### src/wdt_pkg.sv
// Shared types and constants for the watchdog timer register block.
// No dependencies; imported by every module under src.
`timescale 1ns / 1ps

package wdt_pkg;

    localparam int DATA_W = 32;
    localparam int ADDR_W = 4;
    localparam int PRE_W  = 8;
    localparam int DIV_W  = 7;

    // Item kinds carried in tuser
    typedef enum logic [1:0] {
        MODE_TICK   = 2'd0,
        MODE_READ   = 2'd1,
        MODE_WRITE  = 2'd2,
        MODE_UNUSED = 2'd3
    } t_mode;

    // Register byte offsets
    localparam logic [ADDR_W-1:0] ADDR_CTRL   = 4'd0;
    localparam logic [ADDR_W-1:0] ADDR_RELOAD = 4'd4;
    localparam logic [ADDR_W-1:0] ADDR_COUNT  = 4'd8;
    localparam logic [ADDR_W-1:0] ADDR_CLEAR  = 4'd12;

    // Control word bits and fields
    localparam int CTRL_EN_BIT  = 5;
    localparam int CTRL_IRQ_BIT = 2;
    localparam int CTRL_RST_BIT = 0;
    localparam int CTRL_PRE_LO  = 8;
    localparam int CTRL_DIV_LO  = 3;

    localparam logic [DATA_W-1:0] CTRL_RESET   = 32'h0000_8021;
    localparam logic [DATA_W-1:0] RELOAD_RESET = 32'h0000_8000;

    typedef enum logic [1:0] {
        DIV_16  = 2'd0,
        DIV_32  = 2'd1,
        DIV_64  = 2'd2,
        DIV_128 = 2'd3
    } t_div_sel;

    typedef struct packed {
        logic [1:0]        mode;
        logic [ADDR_W-1:0] address;
        logic [DATA_W-1:0] write_data;
    } t_item;

    typedef struct packed {
        logic [DATA_W-1:0] read_data;
        logic              irq_level;
        logic              reset_request;
    } t_result;

    // Last divider count before it wraps
    function automatic logic [DIV_W-1:0] div_terminal(input logic [1:0] sel);
        logic [DIV_W-1:0] term;
        case (t_div_sel'(sel))
            DIV_16:  term = 7'd15;
            DIV_32:  term = 7'd31;
            DIV_64:  term = 7'd63;
            DIV_128: term = 7'd127;
            default: term = 7'd127;
        endcase
        return term;
    endfunction

endpackage

### src/watchdog_timer_registers_unit.sv
// Top level of the watchdog timer register block: input register, core, result register.
// Depends on wdt_pkg, wdt_in_reg, wdt_core and wdt_out_reg.
//
//  channel  | dir | handshake             | payload
//  ---------+-----+-----------------------+----------------------------------------
//  slave    | in  | i_s_tvalid/o_s_tready | tuser mode, tdata address, write_data
//  master   | out | o_m_tvalid/i_m_tready | tdata read_data, irq_level, reset_request
//
// One beat in, one beat out. A beat is taken every cycle unless a master-side stall
// holds the input register; each result passes the input and then the result register.
// The combinational path is the core next-state logic (down-count compare and
// decrement, prescaler and divider compares) between the two registers.
// Reset (synchronous, i_rst_n low) empties both stages and restores register defaults.
// A stall on the master side holds the result register and then the input register.
`timescale 1ns / 1ps

module watchdog_timer_registers_unit #(
    parameter int COUNT_WIDTH = 32
) (
    input  logic        i_clk,
    input  logic        i_rst_n,
    input  logic        i_s_tvalid,
    output logic        o_s_tready,
    input  logic [39:0] i_s_tdata,   // [3:0] address, [35:4] write_data, [39:36] zero
    input  logic [1:0]  i_s_tuser,   // [1:0] mode
    output logic        o_m_tvalid,
    input  logic        i_m_tready,
    output logic [39:0] o_m_tdata    // [31:0] read_data, [32] irq_level,
                                     // [33] reset_request, [39:34] zero
);
    import wdt_pkg::*;

    t_item   in_item;
    t_item   stage_item;
    logic    stage_valid;
    logic    advance;
    logic    fire;
    t_result core_result;
    t_result out_result;

    // unpack the slave beat
    assign in_item.mode       = i_s_tuser;
    assign in_item.address    = i_s_tdata[ADDR_W-1:0];
    assign in_item.write_data = i_s_tdata[ADDR_W +: DATA_W];

    wdt_in_reg u_in_reg (
        .i_clk     (i_clk),
        .i_rst_n   (i_rst_n),
        .i_valid   (i_s_tvalid),
        .o_ready   (o_s_tready),
        .i_item    (in_item),
        .i_advance (advance),
        .o_valid   (stage_valid),
        .o_item    (stage_item)
    );

    // commit state only when the held beat moves into the result register
    assign fire = stage_valid && advance;

    wdt_core #(
        .COUNT_WIDTH (COUNT_WIDTH)
    ) u_core (
        .i_clk    (i_clk),
        .i_rst_n  (i_rst_n),
        .i_fire   (fire),
        .i_item   (stage_item),
        .o_result (core_result)
    );

    wdt_out_reg u_out_reg (
        .i_clk     (i_clk),
        .i_rst_n   (i_rst_n),
        .i_load    (stage_valid),
        .i_result  (core_result),
        .i_ready   (i_m_tready),
        .o_advance (advance),
        .o_valid   (o_m_tvalid),
        .o_result  (out_result)
    );

    // pack the master beat
    assign o_m_tdata = {6'd0, out_result.reset_request, out_result.irq_level,
                        out_result.read_data};

endmodule

### src/wdt_in_reg.sv
// Input register stage: captures one beat from the slave-side stream.
// Depends on wdt_pkg for the item type.
`timescale 1ns / 1ps

module wdt_in_reg (
    input  logic            i_clk,
    input  logic            i_rst_n,
    input  logic            i_valid,
    output logic            o_ready,
    input  wdt_pkg::t_item  i_item,
    input  logic            i_advance,
    output logic            o_valid,
    output wdt_pkg::t_item  o_item
);
    import wdt_pkg::*;

    logic  r_valid;
    t_item r_item;

    assign o_ready = !r_valid || i_advance;

    always_ff @(posedge i_clk) begin
        if (!i_rst_n) begin
            r_valid <= 1'b0;
        end else if (o_ready) begin
            r_valid <= i_valid;
        end
    end

    always_ff @(posedge i_clk) begin
        if (o_ready && i_valid) begin
            r_item <= i_item;
        end
    end

    assign o_valid = r_valid;
    assign o_item  = r_item;

endmodule

### src/wdt_core.sv
// Watchdog state (registers, prescaler, divider, down counter) and the
// per-beat next-state and result logic. Depends on wdt_pkg.
`timescale 1ns / 1ps

module wdt_core #(
    parameter int COUNT_WIDTH = 32
) (
    input  logic              i_clk,
    input  logic              i_rst_n,
    input  logic              i_fire,
    input  wdt_pkg::t_item    i_item,
    output wdt_pkg::t_result  o_result
);
    import wdt_pkg::*;

    localparam logic [COUNT_WIDTH-1:0] COUNT_RESET = COUNT_WIDTH'(RELOAD_RESET);
    localparam logic [COUNT_WIDTH-1:0] COUNT_ONE   = COUNT_WIDTH'(1);

    logic [DATA_W-1:0]      r_ctrl, n_ctrl;
    logic [DATA_W-1:0]      r_reload, n_reload;
    logic [COUNT_WIDTH-1:0] r_count, n_count;
    logic                   r_running, n_running;
    logic                   r_irq, n_irq;
    logic [PRE_W-1:0]       r_pre, n_pre;
    logic [DIV_W-1:0]       r_div, n_div;

    logic [PRE_W-1:0] pre_end;
    logic [DIV_W-1:0] div_end;
    logic [DATA_W-1:0] rd_data;
    logic              rst_req;

    assign pre_end = r_ctrl[CTRL_PRE_LO +: PRE_W];
    assign div_end = div_terminal(r_ctrl[CTRL_DIV_LO +: 2]);

    always_comb begin
        n_ctrl    = r_ctrl;
        n_reload  = r_reload;
        n_count   = r_count;
        n_running = r_running;
        n_irq     = r_irq;
        n_pre     = r_pre;
        n_div     = r_div;
        rd_data   = '0;
        rst_req   = 1'b0;
        case (t_mode'(i_item.mode))
            MODE_TICK: begin
                if (r_running) begin
                    if (r_pre < pre_end) begin
                        n_pre = r_pre + 1'b1;
                    end else begin
                        n_pre = '0;
                        if (r_div < div_end) begin
                            n_div = r_div + 1'b1;
                        end else begin
                            n_div = '0;
                            if (r_count > COUNT_ONE) begin
                                n_count = r_count - COUNT_ONE;
                            end else if (r_ctrl[CTRL_IRQ_BIT]) begin
                                n_irq   = 1'b1;
                                n_count = r_reload[COUNT_WIDTH-1:0];
                            end else begin
                                n_count   = '0;
                                n_running = 1'b0;
                                rst_req   = r_ctrl[CTRL_RST_BIT];
                            end
                        end
                    end
                end
            end
            MODE_READ: begin
                case (i_item.address)
                    ADDR_CTRL:   rd_data = r_ctrl;
                    ADDR_RELOAD: rd_data = r_reload;
                    ADDR_COUNT:  rd_data = DATA_W'(r_count);
                    default:     rd_data = '0;
                endcase
            end
            MODE_WRITE: begin
                case (i_item.address)
                    ADDR_CTRL: begin
                        // rising enable restarts from reload, falling enable stops
                        if (i_item.write_data[CTRL_EN_BIT] && !r_ctrl[CTRL_EN_BIT]) begin
                            n_count   = r_reload[COUNT_WIDTH-1:0];
                            n_pre     = '0;
                            n_div     = '0;
                            n_running = 1'b1;
                        end
                        if (!i_item.write_data[CTRL_EN_BIT] && r_ctrl[CTRL_EN_BIT]) begin
                            n_running = 1'b0;
                        end
                        n_ctrl = i_item.write_data;
                    end
                    ADDR_RELOAD: n_reload = i_item.write_data;
                    ADDR_COUNT: begin
                        n_count = i_item.write_data[COUNT_WIDTH-1:0];
                        if (!r_ctrl[CTRL_EN_BIT]) begin
                            n_running = 1'b0;
                        end
                    end
                    ADDR_CLEAR: n_irq = 1'b0;
                    default: ;
                endcase
            end
            default: ;
        endcase
    end

    always_ff @(posedge i_clk) begin
        if (!i_rst_n) begin
            r_ctrl    <= CTRL_RESET;
            r_reload  <= RELOAD_RESET;
            r_count   <= COUNT_RESET;
            r_running <= 1'b0;
            r_irq     <= 1'b0;
            r_pre     <= '0;
            r_div     <= '0;
        end else if (i_fire) begin
            r_ctrl    <= n_ctrl;
            r_reload  <= n_reload;
            r_count   <= n_count;
            r_running <= n_running;
            r_irq     <= n_irq;
            r_pre     <= n_pre;
            r_div     <= n_div;
        end
    end

    assign o_result.read_data     = rd_data;
    assign o_result.irq_level     = n_irq;
    assign o_result.reset_request = rst_req;

    a_rst_stops: assert property (@(posedge i_clk) disable iff (!i_rst_n)
        (i_fire && rst_req) |=> !r_running)
        else $error("reset request did not stop the watchdog");

    a_rst_on_tick: assert property (@(posedge i_clk) disable iff (!i_rst_n)
        rst_req |-> (i_item.mode == MODE_TICK && r_running && r_count <= COUNT_ONE))
        else $error("reset request outside an expiring tick");

    a_idle_tick: assert property (@(posedge i_clk) disable iff (!i_rst_n)
        (i_fire && i_item.mode == MODE_TICK && !r_running) |=>
            ($stable(r_count) && $stable(r_pre) && $stable(r_div)))
        else $error("stopped watchdog advanced on a tick");

    a_read_no_change: assert property (@(posedge i_clk) disable iff (!i_rst_n)
        (i_fire && i_item.mode == MODE_READ) |=>
            ($stable(r_irq) && $stable(r_count) && $stable(r_running)))
        else $error("bus read changed watchdog state");

endmodule

### src/wdt_out_reg.sv
// Result register stage: holds one result beat for the master-side stream.
// Depends on wdt_pkg for the result type.
`timescale 1ns / 1ps

module wdt_out_reg (
    input  logic              i_clk,
    input  logic              i_rst_n,
    input  logic              i_load,
    input  wdt_pkg::t_result  i_result,
    input  logic              i_ready,
    output logic              o_advance,
    output logic              o_valid,
    output wdt_pkg::t_result  o_result
);
    import wdt_pkg::*;

    logic    r_valid;
    t_result r_result;

    // room when empty or when the held beat leaves this cycle
    assign o_advance = !r_valid || i_ready;

    always_ff @(posedge i_clk) begin
        if (!i_rst_n) begin
            r_valid <= 1'b0;
        end else if (o_advance) begin
            r_valid <= i_load;
        end
    end

    always_ff @(posedge i_clk) begin
        if (o_advance && i_load) begin
            r_result <= i_result;
        end
    end

    assign o_valid  = r_valid;
    assign o_result = r_result;

endmodule
### config.mk
export PLATFORM = sky130hd
export DESIGN_NAME = watchdog_timer_registers_unit
export DESIGN_NICKNAME = d
export VERILOG_FILES = /design/src/wdt_pkg.sv /design/src/watchdog_timer_registers_unit.sv /design/src/wdt_in_reg.sv /design/src/wdt_core.sv /design/src/wdt_out_reg.sv
export SDC_FILE = /design/constraint.sdc
export NUM_CORES = 1
export LEC_CHECK = 0
export ABC_AREA = 0
export BUFFER_PORTS_ARGS = -buffer_cell sky130_fd_sc_hd__buf_2
export CAP_MARGIN = 20
export CORE_MARGIN = 10
export CORE_UTILIZATION = 30
export DETAILED_ROUTE_END_ITERATION = 16
export GPL_ROUTABILITY_DRIVEN = 0
export PLACE_DENSITY_LB_ADDON = 0.15
export SLEW_MARGIN = 10
export SYNTH_ARGS = -nofsm -noshare
export SYNTH_HDL_FRONTEND = slang
export SYNTH_SLANG_ARGS = --single-unit
### constraint.sdc
create_clock -name i_clk -period 3.5 [get_ports i_clk]
set_clock_uncertainty 0.15 [all_clocks]
set_input_delay 0 -clock i_clk [delete_from_list [all_inputs] [get_ports i_clk]]
set_output_delay 0 -clock i_clk [all_outputs]
set_load 0.1 [all_outputs]
==> impl_results.md <==
- Worst path bufs/invs: 1
- Crit share post-route: 80.72%
- CP Launch Type: register
- Area leader, netlist: dfxtp_1
- DRT Pass-1 Iters: 7
- Critical path arrival: 3050 ps
- Area contributors post-synth: dfxtp_1 24%, edfxtp_1 23%, nand2_1 8.9%
- Outcome: finished clean
- Root Buffer: clkbuf_16
- Period minus WS final: 2825 ps
- Mux contribution to synthesized area: 3.553%
- Worst flop-to-flop path endpoint: u_core.r_count[8]
- Vias per cell: 4.989
- Worst path required time: 3730 ps
- Layout cell share with drive strength beyond 1: 14.08%
- Clock Tree Buf Depth: 2
- Worst-margin pin slew: 855.8 ps
- Num CTS Buffers: 17
- CTS H-Tree Depth: 4
- Die W: 198.7 microns
- Drt drc: 0
- Syn Inst Count: 1,086
- Most common cell in the synthesized netlist: nand2_1
- P per Cell Area: 423.4 nW/um^2
- Post-synthesis compound-gate area fraction: 16.86%
- FMAX: 354.0 MHz
- CP Class: register to register
- Crit-path most repeated cell: and3_1
- Avg Inst Size Synth: 8.821 sq um
- Initial DRC Count: 528
- Number of port buffers: 77
- Io pins: 88
- Post-DP HPWL: 19.58 mm
- CP delay by family, top: compound AO/OA/AOI/OAI gates
- Number of synthesized flops with an enable pin: 72
- VDD IR-drop max: 0.3536 mV
- CTS tree: built
- Xor and xnor area share after synthesis: 2.743%
- R2R Setup Slk: 670 ps
- Crit Path Max Fanout: 26
- Area growth, synth to finish: 20.04%
- Number of synthesized register bits: 187
- Crit. End Element: register
- Dominant combinational cell family by area after synthesis: simple AND/OR/NAND/NOR gates
- NumNets Final: 1,242
- Max transition margin: 42.94%
- Final setup vio count: 0
- Synth Area in Adders: 2.090%
- Primary FF master, synth: dfxtp_1
- Final hold violations: 0
- Synth unique cells: 66
- Via count: 7,957
- Max Slew Vio Count: 0
- Die outline height: 198.7 microns
- Sink of the worst hold path: u_in_reg.o_item[8]
- Routed len/inst: 18.27 microns
- Post-place setup slack: 696.7 ps
- Levels on crit path: 9
- GRT Overall Usage: 14.91%
- Clock transition at path regs: 70 ps
- Die area: 39,480 sq um
- Max stage delay cell, worst path: a221oi_4
- Top-area cell type share of the netlist area: 24.03%
- Setup total negative slack: 0 ps
- Core area: 31,560 sq um
- Antenna-violating nets left: 0
- R2r startpoint: u_core.r_ctrl[3]
- Synth top cells by count: 226 x nand2_1, 115 x dfxtp_1, 107 x nor2_1, 72 x edfxtp_1, 64 x a21boi_0
- Global-route wire length before repair: 46.00 mm
- Final antenna diode count: 0
- Clk sinks: 187
- Lkg Pwr: 4.078 nW
- Vias in the first global route: 7,810
- Crit-path cells: nand2_1 > ha_1 > and3_1 > and3_1 > nor2_1 > a221oi_4 > buf_12 > nand3_1 > o22ai_1
- Total gr overflow: 0
- Post-CTS Setup Repair Bufs: 0
- Seq/Total Area, Yosys: 46.60%
- Post-Synth Simple-Gate Area: 23.47%
- Initial core utilization: 30.36%
- Worst skew pair latency: 450 ps
- Max-cap violations: 0
- Hold depth: 2
- CP max stage delay: 680 ps
- Syn Std Cell Area: 9579 sq um
- Detailed Route WL: 29.13 mm
- Share of flip-flops with an asynchronous set or reset: 0%
- Setup WS post-layout: 674.7 ps
- Initial antenna violation count: 0
- RSZ-0062 raised after global routing: false
- Row cnt: 65
- Largest net degree at the start of global routing: 77
- Ys Warns: 0
- Reg2reg path depth: 9
- HP Class: primary input to register
- Hold_sp: i_s_tdata[12]
## cell type report
cell class                      instances  area [sq um]
Fill cell                            3258         20060
Multi-Input combinational cell        800          4713
Sequential cell                       187          4466
Timing Repair Buffer                  153          1101
Tap cell                              402         503.0
Clock buffer                           20         478.0
Clock inverter                         12         158.9
Inverter                               21         78.83
## where the power goes
group	switching [mW]	internal (mW)	total, mW
sequential	0.0348	2.30	2.34
combinational	0.286	0.111	0.397
clock	0.919	1.21	2.13
total	1.24	3.63	4.87
## logic make-up (layout without fill, tap and decap cells)
logic type	Yosys count	after routing
AOI/OAI and AO/OA	229	229
xor gates and xnor gates	30	30
adders and majority gates	16	16
buffers and inverters	104	206
DFF	187	187
muxes	34	34
other	1	6
and+or+nand+nor	485	485
## worst max path at each step
stage / start / slack, ps / endpoint
global placement: u_core.r_ctrl[10] / 740 / u_core.r_count[6]
finish: u_core.r_ctrl[3] / 670 / u_core.r_count[8]
detailed placement: u_core.r_ctrl[3] / 700 / u_core.r_count[8]
floorplan: u_out_reg.o_valid / 290 / u_in_reg.o_item[0]
global route: u_core.r_ctrl[3] / 400 / u_core.r_count[9]
CTS: u_core.r_ctrl[3] / 640 / u_core.r_count[8]
## layer usage
metal  wire length (microns)  GRT usage [%]  part of all wire (%)  vias up
met4                     319          3.617                   1.1        0
met3                    1260          3.211                   4.3       20
met1                   14980          21.22                    51     3763
li1                        -              -                     -     4026
met5                       0              0                     0        -
met2                   12580          22.35                    43      148
## registers in the layout (all words and copies together) (netlist names)
name,count
u_in_reg.o_item,38
u_out_reg.o_result,34
u_core.r_count,32
u_core.r_ctrl,32
u_core.r_reload,32
u_core.r_pre,8
u_core.r_div,7
u_core.r_irq,1
u_core.r_running,1
u_in_reg.o_valid,1
u_out_reg.o_valid,1
## through the flow
step | instance area [sq um] | utilization, % | cells | hold WS [ps] | power (mW)
2_1_floorplan | 9598 | - | 1091 | -51.13 | 2.648
3_3_place_gp | 10440 | 33.09 | 1521 | 27.80 | 2.755
3_5_place_dp | 10440 | 33.09 | 1521 | 28.14 | 2.757
4_1_cts | 11500 | 36.44 | 1595 | 79.90 | 4.938
5_1_grt | 11500 | 36.44 | 1595 | 83.49 | 5.047
6_report | 11500 | 36.44 | 1595 | 101.1 | 4.868
## cells in the final DEF, fill, tap and decap left out, drive strengths merged, types with 3 or more instances in the layout
cell / count
nand2b: 5
buf: 111
o211ai: 16
nor4: 17
nand3: 54
a21boi: 64
o21a: 3
a21oi: 43
xnor2: 13
or3: 9
a31oi: 15
o221ai: 3
o21ai: 23
o22ai: 17
clkbuf: 20
inv: 23
nand4b: 4
a41oi: 3
conb: 6
a311oi: 14
clkinv: 6
a41o: 3
nor2: 107
nand4: 11
xor2: 17
mux2i: 34
nor2b: 3
a21o: 6
bufinv: 3
nand2: 227
o2111a: 6
dfxtp: 115
ha: 16
and3: 10
dlygate4sd3: 42
edfxtp: 72
or4: 4
nor3: 19
nand3b: 8
## repair_timing
action                                 CTS  global route
gates resized for setup                  0             0
hold buffers                            42             0
endpoints found under the hold margin   46             0
setup endpoints to repair                0             0
Power figures use the tool's default switching activity.
